`config.mk`:
```
export PLATFORM = sky130hd
export DESIGN_NAME = minifloat_pack_unpack_core
export DESIGN_NICKNAME = d
export VERILOG_FILES = /design/src/mfpu_pkg.sv /design/src/minifloat_pack_unpack_core.sv
export SDC_FILE = /design/constraint.sdc
export NUM_CORES = 1
export LEC_CHECK = 0
export BUFFER_PORTS_ARGS = -buffer_cell sky130_fd_sc_hd__clkbuf_2
export CORE_ASPECT_RATIO = 2
export CORE_MARGIN = 2
export CORE_UTILIZATION = 40
export DETAILED_ROUTE_END_ITERATION = 12
export PLACE_DENSITY = 0.63
export SKIP_LAST_GASP = 1
export SYNTH_ARGS = -nofsm -noshare
export SYNTH_HDL_FRONTEND = slang
export SYNTH_SLANG_ARGS = --single-unit
```
`constraint.sdc`:
```
create_clock -name clk -period 8.15 [get_ports clk]
set_clock_uncertainty 0.15 [all_clocks]
set_input_delay 1.2225 -clock clk [delete_from_list [all_inputs] [get_ports clk]]
set_output_delay 1.2225 -clock clk [all_outputs]
set_load 0.01 [all_outputs]
```
`src/mfpu_pkg.sv`:
```
// Package for the minifloat pack/unpack core: float32 field constants,
// operation and configuration register codes. No dependencies.
`default_nettype none

package mfpu_pkg;

    localparam int unsigned F32_BIAS      = 127;
    localparam int unsigned F32_MANT_BITS = 23;
    localparam logic [7:0]  F32_EXP_ONES  = 8'hff;
    localparam logic [22:0] F32_MANT_MASK = 23'h7fffff;

    localparam int unsigned DATA_WIDTH     = 32;
    localparam int unsigned CFG_IDX_WIDTH  = 2;
    localparam int unsigned CFG_DATA_WIDTH = 5;

    typedef enum logic
    {
        OP_PACK   = 1'b0,
        OP_UNPACK = 1'b1
    } op_t;

    typedef enum logic [CFG_IDX_WIDTH-1:0]
    {
        CFG_SIGN_WIDTH     = 2'd0,
        CFG_EXPONENT_WIDTH = 2'd1,
        CFG_MANTISSA_WIDTH = 2'd2
    } cfg_index_t;

endpackage

`default_nettype wire

```
`src/minifloat_pack_unpack_core.sv`:
```
// Minifloat pack/unpack core: converts float32 bit patterns to and from a
// configurable small float format. Depends on mfpu_pkg.
//
// Usage:
//   s_axis: one word per transfer. tdata is the value, tuser the operation
//   (0 pack float32 into the small format, 1 unpack to float32).
//   m_axis: one result word per accepted input, in order.
//   cfg: write channel, cfg_index selects sign_width (0), exponent_width (1)
//   or mantissa_width (2); other indexes are ignored. Always ready. Write
//   only while no item is in flight.
//   Pipeline: a result passes through the input register, the conversion
//   logic and the result register.
//   Throughput: one item per cycle while the result register is empty or
//   being drained; a new input is taken whenever the input register is
//   empty or the result register is empty or being drained.
//   Reset: clears both pipeline valids and loads the register defaults
//   (sign 1, exponent 5, mantissa 10).
//   Stall: when m_axis_tready is low with a result waiting, the result
//   register holds and s_axis_tready drops only if the input register is also full.
`default_nettype none

module minifloat_pack_unpack_core
    import mfpu_pkg::*;
(
    input  wire logic                      clk,
    input  wire logic                      rst_n,
    input  wire logic                      s_axis_tvalid,
    output logic                           s_axis_tready,
    input  wire logic [DATA_WIDTH-1:0]     s_axis_tdata,   // [31:0] value
    input  wire logic                      s_axis_tuser,   // [0] operation
    output logic                           m_axis_tvalid,
    input  wire logic                      m_axis_tready,
    output logic [DATA_WIDTH-1:0]          m_axis_tdata,   // [31:0] result
    input  wire logic                      cfg_valid,
    output logic                           cfg_ready,
    input  wire logic [CFG_IDX_WIDTH-1:0]  cfg_index,
    input  wire logic [CFG_DATA_WIDTH-1:0] cfg_data
);

    logic       sign_width_reg;
    logic [3:0] exponent_width_reg;
    logic [4:0] mantissa_width_reg;

    logic                  in_valid_reg;
    op_t                   op_reg;
    logic [DATA_WIDTH-1:0] value_reg;
    logic                  out_valid_reg;
    logic [DATA_WIDTH-1:0] result_reg;
    logic [DATA_WIDTH-1:0] result_next;
    logic                  advance;

    assign cfg_ready     = 1'b1;
    assign advance       = !out_valid_reg || m_axis_tready;
    assign s_axis_tready = !in_valid_reg || advance;
    assign m_axis_tvalid = out_valid_reg;
    assign m_axis_tdata  = result_reg;

    always_ff @(posedge clk or negedge rst_n)
    begin
        if (!rst_n)
        begin
            sign_width_reg     <= 1'b1;
            exponent_width_reg <= 4'd5;
            mantissa_width_reg <= 5'd10;
        end
        else if (cfg_valid && cfg_ready)
        begin
            unique case (cfg_index)
                CFG_SIGN_WIDTH:     sign_width_reg     <= cfg_data[0];
                CFG_EXPONENT_WIDTH: exponent_width_reg <= cfg_data[3:0];
                CFG_MANTISSA_WIDTH: mantissa_width_reg <= cfg_data;
                default:            ;
            endcase
        end
    end

    always_ff @(posedge clk or negedge rst_n)
    begin
        if (!rst_n)
        begin
            in_valid_reg  <= 1'b0;
            out_valid_reg <= 1'b0;
        end
        else
        begin
            if (s_axis_tready)
            begin
                in_valid_reg <= s_axis_tvalid;
            end
            if (advance)
            begin
                out_valid_reg <= in_valid_reg;
            end
        end
    end

    always_ff @(posedge clk)
    begin
        if (s_axis_tready && s_axis_tvalid)
        begin
            op_reg    <= op_t'(s_axis_tuser);
            value_reg <= s_axis_tdata;
        end
        if (advance && in_valid_reg)
        begin
            result_reg <= result_next;
        end
    end

    // Effective format widths and derived constants
    logic [3:0]  ew;
    logic [4:0]  mw;
    logic [5:0]  sign_pos;
    logic [4:0]  mant_shift;
    logic [7:0]  maxe;
    logic [6:0]  bias;
    logic [22:0] mant_mask;

    always_comb
    begin
        if (exponent_width_reg == 4'd0)
            ew = 4'd1;
        else if (exponent_width_reg > 4'd8)
            ew = 4'd8;
        else
            ew = exponent_width_reg;
        mw         = (mantissa_width_reg > 5'd23) ? 5'd23 : mantissa_width_reg;
        sign_pos   = {2'b0, ew} + {1'b0, mw};
        mant_shift = 5'(F32_MANT_BITS) - mw;
        maxe       = ~(8'hff << ew);
        bias       = maxe[7:1];
        mant_mask  = ~(F32_MANT_MASK << mw);
    end

    // Pack
    logic        s_p;
    logic [7:0]  e_p;
    logic [22:0] m_p;
    logic [22:0] mant_p;
    logic [7:0]  ex_p;
    logic [9:0]  x_p;
    logic [DATA_WIDTH-1:0] word_p;

    always_comb
    begin
        s_p = value_reg[31];
        e_p = value_reg[30:23];
        m_p = value_reg[22:0];
        // Unsigned format: drop negatives to zero, but keep NaN payloads
        if (!sign_width_reg && s_p && !(e_p == F32_EXP_ONES && m_p != 23'd0))
        begin
            s_p = 1'b0;
            e_p = 8'd0;
            m_p = 23'd0;
        end
        mant_p = m_p >> mant_shift;
        x_p    = {2'b0, e_p} - 10'(F32_BIAS) + {3'b0, bias};
        if (e_p == 8'd0)
        begin
            ex_p = 8'd0;
        end
        else if (e_p == F32_EXP_ONES)
        begin
            ex_p = maxe;
        end
        else
        begin
            // Clamp below first, then above; exponent width 1 hits both
            if ($signed(x_p) < 10'sd1)
            begin
                x_p    = 10'd1;
                mant_p = 23'd0;
            end
            if ($signed(x_p) > $signed({2'b0, maxe} - 10'd1))
            begin
                x_p    = {2'b0, maxe} - 10'd1;
                mant_p = F32_MANT_MASK;
            end
            ex_p = x_p[7:0];
        end
        word_p = {9'b0, mant_p & mant_mask}
               | ({24'b0, ex_p & maxe} << mw)
               | ({31'b0, s_p & sign_width_reg} << sign_pos);
    end

    // Unpack
    logic [22:0] mant_u;
    logic [7:0]  ex_u;
    logic        s_u;
    logic [7:0]  fe_u;
    logic [DATA_WIDTH-1:0] shifted_u;
    logic [DATA_WIDTH-1:0] sign_word_u;
    logic [22:0] mant_out_u;

    always_comb
    begin
        mant_u      = value_reg[22:0] & mant_mask;
        shifted_u   = value_reg >> mw;
        ex_u        = shifted_u[7:0] & maxe;
        sign_word_u = value_reg >> sign_pos;
        s_u         = sign_width_reg & sign_word_u[0];
        if (ex_u == 8'd0)
            fe_u = 8'd0;
        else if (ex_u == maxe)
            fe_u = F32_EXP_ONES;
        else
            fe_u = ex_u - {1'b0, bias} + 8'(F32_BIAS);
        mant_out_u = mant_u << mant_shift;
    end

    always_comb
    begin
        unique case (op_reg)
            OP_PACK:   result_next = word_p;
            OP_UNPACK: result_next = {s_u, fe_u, mant_out_u};
            default:   result_next = word_p;
        endcase
    end

    // Checks
    a_ready_when_out_empty: assert property (@(posedge clk) disable iff (!rst_n)
        !m_axis_tvalid |-> s_axis_tready)
        else $error("input not ready while result register is empty");

    a_accept_fills_input: assert property (@(posedge clk) disable iff (!rst_n)
        (s_axis_tvalid && s_axis_tready) |=> in_valid_reg)
        else $error("input transfer lost before input register");

    a_input_reaches_output: assert property (@(posedge clk) disable iff (!rst_n)
        (in_valid_reg && advance) |=> m_axis_tvalid)
        else $error("item in input register did not reach result register");

endmodule

`default_nettype wire

```
======== Word-level counts from Yosys, hierarchy flattened ========
Index checks and enable logic that the tools add are counted.
operators by class
  equality and inequality tests ........... 5
  shift-type cells ........................ 8
  bitwise operators ....................... 11
  reductions and logical operators ........ 19
  order comparisons ....................... 4
  add/sub/neg operators ................... 7
  multiplexer cells ....................... 19
operators by type and width
  operator                                                               count
  23-bit two-way mux                                                     5
  32-bit case mux with 2 select lines                                    1
  8-bit two-way mux                                                      6
  23-bit bitwise AND                                                     2
  23-bit by 32-bit OR with 32-bit output                                 1
  32-bit OR                                                              1
  1-bit by 6-bit << shifter with 32-bit output                           1
  8-bit by 5-bit << shifter with 32-bit output                           1
  32-bit by 5-bit >> shifter with 8-bit output                           1
  32-bit by 6-bit >> shifter with 1-bit output                           1
  10-bit two-way mux                                                     3
  23-bit NOT                                                             1
  23-bit nonzero test                                                    1
  23-bit by 5-bit << shifter with 23-bit output                          1
  23-bit by 5-bit << shifter with 23-bit output, first input constant    1
  23-bit by 5-bit >> shifter with 23-bit output                          1
  8-bit bitwise AND                                                      2
  8-bit == test, second input constant                                   2
  8-bit logical NOT                                                      2
  9-bit by 8-bit adder with 10-bit output                                1
  10-bit by 9-bit greater-than comparator with 1-bit output              1
  10-bit by 2-bit < comparator with 1-bit output, second input constant  1
  8-bit by 1-bit subtractor with 9-bit output, second input constant     1
  8-bit by 7-bit subtractor with 9-bit output, second input constant     1
  other kinds (22)                                                       34
storage, ports and cells
  input bits .............................. 45
  logic and storage cells ................. 81
  bits in registers ....................... 77

======== Logic depth before layout (Yosys ltp) ========
  word-level depth ........................ 20
  gate-level depth with buffers ........... 40
  mapped depth without buffers ............ 35

======== Worst setup path after synthesis ========
Ideal clock, no wire load.
  path type ............................... register to register
  from .................................... register value_reg[25]
  to ...................................... register result_reg[5] (netlist: m_axis_tdata[5]), data pin
  stages on the path, launching flop included .. 40
  period minus slack after synthesis ...... 7,282 ps
  path buffers ............................ 4
  arrival ................................. 6,969 ps
  required time ........................... 7,837 ps
  slack ................................... 868 ps
  setup time .............................. 163 ps
  cells stage by stage .................... edfxtp_1 clkbuf_1 nand4_1 o31ai_1 o21a_1 clkbuf_1 clkbuf_1 nand2_1 inv_1 ha_1 nand3_1 xnor2_1 nor2_1 ha_1 o21a_1 o31a_1 or2_1 a21oi_1 [4 not listed] nor3_1 ha_1 clkbuf_1 nor4_1 a31oi_1 o311a_1 inv_1 ha_1 a21oi_1 o21ai_1 mux2i_4 o2111ai_1 and3_1 o41a_1 mux2_2 nor3_2 o22ai_1 o221ai_1
on the way
  longest elaborated chain between the ends .. 20
ends and longest elaborated chain
  element                                         RTL line                           RTL
  from (decl)                                     minifloat_pack_unpack_core.sv:46   logic [DATA_WIDTH-1:0] value_reg;
  from (signal assigned)                          minifloat_pack_unpack_core.sv:102  value_reg <= s_axis_tdata;
  8-bit == test                                   minifloat_pack_unpack_core.sv:150  if (!sign_width_reg && s_p && !(e_p == F32_EXP_ONES && m_p != 23'd0))
  1-bit logical AND                               minifloat_pack_unpack_core.sv:150
  1-bit logical NOT                               minifloat_pack_unpack_core.sv:150
  1-bit logical AND                               minifloat_pack_unpack_core.sv:150
  8-bit two-way mux                               minifloat_pack_unpack_core.sv:150
  8-bit by 7-bit subtractor with 9-bit output     minifloat_pack_unpack_core.sv:157  x_p = {2'b0, e_p} - 10'(F32_BIAS) + {3'b0, bias};
  9-bit by 8-bit adder with 10-bit output         minifloat_pack_unpack_core.sv:157
  10-bit by 2-bit < comparator with 1-bit output  minifloat_pack_unpack_core.sv:169  if ($signed(x_p) < 10'sd1)
  [5 not listed]                                  --
  8-bit two-way mux                               minifloat_pack_unpack_core.sv:162  else if (e_p == F32_EXP_ONES)
  8-bit two-way mux                               minifloat_pack_unpack_core.sv:158  if (e_p == 8'd0)
  8-bit bitwise AND                               minifloat_pack_unpack_core.sv:182  | ({24'b0, ex_p & maxe} << mw)
  8-bit by 5-bit << shifter with 32-bit output    minifloat_pack_unpack_core.sv:182
  23-bit by 32-bit OR with 32-bit output          minifloat_pack_unpack_core.sv:182
  32-bit OR (*)                                   minifloat_pack_unpack_core.sv:183  | ({31'b0, s_p & sign_width_reg} << sign_pos);
  32-bit case mux with 2 select lines (*)         minifloat_pack_unpack_core.sv:213  unique case (op_reg)
  via result_next[5]                              minifloat_pack_unpack_core.sv:49   logic [DATA_WIDTH-1:0] result_next;
  to (signal assigned)                            minifloat_pack_unpack_core.sv:106  result_reg <= result_next;
  to (decl)                                       minifloat_pack_unpack_core.sv:48   logic [DATA_WIDTH-1:0] result_reg;
Mark *: on every way through the listed nets, which the timed path passes. The rest lies on a longest branch. The select of a mux whose other input is x is not followed.
A chain may end at the register's enable or synchronous reset.

======== Final worst setup path ========
  from .................................... register value_reg[17]
  to ...................................... register result_reg[15] (netlist: m_axis_tdata[15]), data pin
on the way
  longest elaborated chain between the ends .. 20
ends and longest elaborated chain
  element                                         RTL line
  23-bit nonzero test                             minifloat_pack_unpack_core.sv:150
  1-bit logical AND                               minifloat_pack_unpack_core.sv:150
  1-bit logical NOT                               minifloat_pack_unpack_core.sv:150
  1-bit logical AND                               minifloat_pack_unpack_core.sv:150
  8-bit two-way mux                               minifloat_pack_unpack_core.sv:150
  8-bit by 7-bit subtractor with 9-bit output     minifloat_pack_unpack_core.sv:157
  9-bit by 8-bit adder with 10-bit output         minifloat_pack_unpack_core.sv:157
  10-bit by 2-bit < comparator with 1-bit output  minifloat_pack_unpack_core.sv:169
  [5 not listed]                                  --
  8-bit two-way mux                               minifloat_pack_unpack_core.sv:162
  8-bit two-way mux                               minifloat_pack_unpack_core.sv:158
  8-bit bitwise AND                               minifloat_pack_unpack_core.sv:182
  8-bit by 5-bit << shifter with 32-bit output    minifloat_pack_unpack_core.sv:182
  23-bit by 32-bit OR with 32-bit output          minifloat_pack_unpack_core.sv:182
  32-bit OR                                       minifloat_pack_unpack_core.sv:183
  32-bit case mux with 2 select lines (*)         minifloat_pack_unpack_core.sv:213
  via result_next[15]                             minifloat_pack_unpack_core.sv:49
Marks and branches as above.

==> metrics.txt <==
outcome complete, no violations; Crit path buffers/inverters 3; number of global-route vias before repair 10464; initial core utilization 0.405; Final Net Count 1366; Worst setup SP type flip-flop; hold-fix buffers at CTS 0; post-synthesis register bit count 77; Die X 114 um; flop2flop setup slack 0.36 ns; unrepaired setup endpoints after global routing yes; Syn Area/Cell 7.90 um^2; Synth Flop Type edfxtp_1; number of synthesized flops with an enable pin 65; final setup TNS 0 ns; Synth Cell Area 0.00965 mm^2; required time of the critical path 8.09 ns; main area contributors after synthesis edfxtp_1 (20%), mux2i_1 (6.8%), nand2_1 (5.3%); Hold Violations, Final 0; critical path depth in cells 35; Total Power 3.71 mW; Max stage delay cell, worst path o311a_1; via count 10991; Finished Layout Cells 1574; reg2reg end m_axis_tdata[15]; synthesized instance count 1221; pre-CTS setup slack -0.313 ns; min Tclk post-route 7.79 ns; WL final 46300 um; maximum clock frequency 128 MHz; Worst Max-Slew Pin Slew 1.37 ns; Tot GR Track Use 0.362; Worst Path Max Fanout 8; crit end category flip-flop; Worst path max stage delay 0.49 ns; Cell Pwr Density 341 mW/mm^2; register area share after synthesis 0.234; DRC Markers 0; layout cells sized above 1 0.187; Worst EP arrival 7.73 ns; Detail Route Antenna Nets 0; # setup viols final 0; critical setup path kind reg -> reg; max-cap check violation count 0; DRT Pass-1 Iters 7; global-route wire length before repair 67600 um; GPL Wtd Cong 1.08; Clk pin slew, worst setup/hold paths 0.06 ns; CTS tree built; pin count of the biggest net entering global routing 51; initial drt markers 1187; FP Rows 80; largest family of logic cells by synthesized area compound AO/OA/AOI/OAI gates; Synth Area in Compound Gates 0.288; CP most frequent cell ha_1; clock sink count 77; TritonCTS buffer count 9; ys async rst share 0.156; share of the synthesized area in the top cell type 0.202; Yosys Warn Count 0; Largest delay share family, worst path compound AO/OA/AOI/OAI gates; Worst R2R Start value_reg[17]; Core Box Area 0.0238 mm^2; Adder-Cell Fraction of Synth Area 0.0542; Max Root-Sink Buffers 2; die area 0.0255 mm^2; Vias/cell 6.98; Max rail drop VDD 213 uV; Hold Crit Class reg -> reg; Setup crit end m_axis_tdata[15]; Post-Synth XOR/XNOR Area 0.0200; area grow syn2layout 12.9%; final hold slack 0.351 ns; DP Cell Count 1547; initial antenna violation count 1; mux contribution to synthesized area 0.137; Max-slew headroom 0.0777; grt ovf 0; CTS root buffer clkbuf_16; Slew Viols, Final 0; post-DP HPWL 35300 um; Worst-Skew Late Latency 0.38 ns; Synth Area in Simple Gates 0.211; final worst path period share 0.955; H-tree Lvls 3; Final WS setup 0.365 ns; PortBufs 78; Yosys cell types 95; cell accounting for the most synthesized area edfxtp_1; wire length per cell 29.4 um; Worst Reg2Reg Path Length in Cells 35; Die Ht 224 um; Ports 80; crit path from value_reg[17]; Leak Pwr 4.34 nW
==> kinds of logic after synthesis <==
kind of cell	after synthesis
simple gates	433
compound gates	409
buf+inv	130
other cells	2
mux	108
flops	77
xor+xnor	22
fa+ha+maj	40
==> through the flow <==
step                instance area (um^2)  utilization
global placement                   10400        0.438
floorplan                           9650            -
finish                             10900        0.457
CTS                                10700        0.451
detailed placement                 10400        0.438
global route                       10900        0.457
==> cell type report <==
type                    instances  area (um^2)
inverters                      35          131
flip-flops and latches         77         2260
repair buffers                143          878
well taps                     287          359
diodes                          1         2.50
clock buffers                  10          229
clock inverters                 6         63.8
fillers                      2466        12900
multi-input cells            1015         6970
==> routing by layer <==
metal  vias up  track usage  part of all wire
met5         -            0                 0
met4         0        0.299              0.10
met3       226       0.0603             0.078
met2       697        0.598              0.48
met1      5267        0.400              0.34
li1       4801            -                 -
==> cells in the mapped netlist (all sizes together) (21+ instances only) <==
library cell	count
a31oi	21
nand3	31
a21oi	88
nor2	124
inv	35
mux2i	70
mux2	23
o21ai	97
ha	37
nand2	136
edfxtp	65
nor3	35
buf	35
clkbuf	60
==> worst min-delay path by stage <==
stage	slack, ns	start	endpoint	cells after the start
3_5_place_dp	0.33	in_valid_reg	m_axis_tvalid	1
6_report	0.35	in_valid_reg	m_axis_tvalid	1
3_3_place_gp	0.32	in_valid_reg	m_axis_tvalid	1
4_1_cts	0.35	in_valid_reg	m_axis_tvalid	1
5_1_grt	0.38	in_valid_reg	m_axis_tvalid	1
2_1_floorplan	0.30	in_valid_reg	m_axis_tvalid	1
==> what timing repair did <==
item	CTS	global route
setup endpoints to repair	25	29
buffers inserted	0	10
gates resized for setup	3	13
pin swaps	0	4
==> power breakdown <==
part	switching [mW]	internal (mW)	leakage [nW]
Clock	0.167	0.236	0.140
Sequential	0.0601	0.529	0.764
Combinational	1.79	0.926	3.44
Total	2.02	1.69	4.34
==> placed cells by master (no fill, tap or decap), types with 10 or more instances in the layout <==
master / instances
nand2_1: 136
nor2_1: 123
a21oi_1: 82
clkbuf_2: 78
o21ai_0: 71
mux2i_1: 66
edfxtp_1: 65
buf_4: 65
ha_1: 37
nor3_1: 33
inv_1: 31
nand3_1: 30
o21ai_1: 23
mux2_2: 21
a31oi_1: 20
o22ai_1: 20
nor4_1: 17
o21a_1: 15
o211ai_1: 15
mux4_2: 15
o221ai_1: 15
xnor2_1: 14
a21o_1: 13
and2_1: 12
nand2b_1: 12
a22oi_1: 12
a221oi_1: 12
nand4_1: 11
or3_1: 10
a211oi_1: 10
a32oi_1: 10
Note: power is estimated with default switching activity, not from simulation.
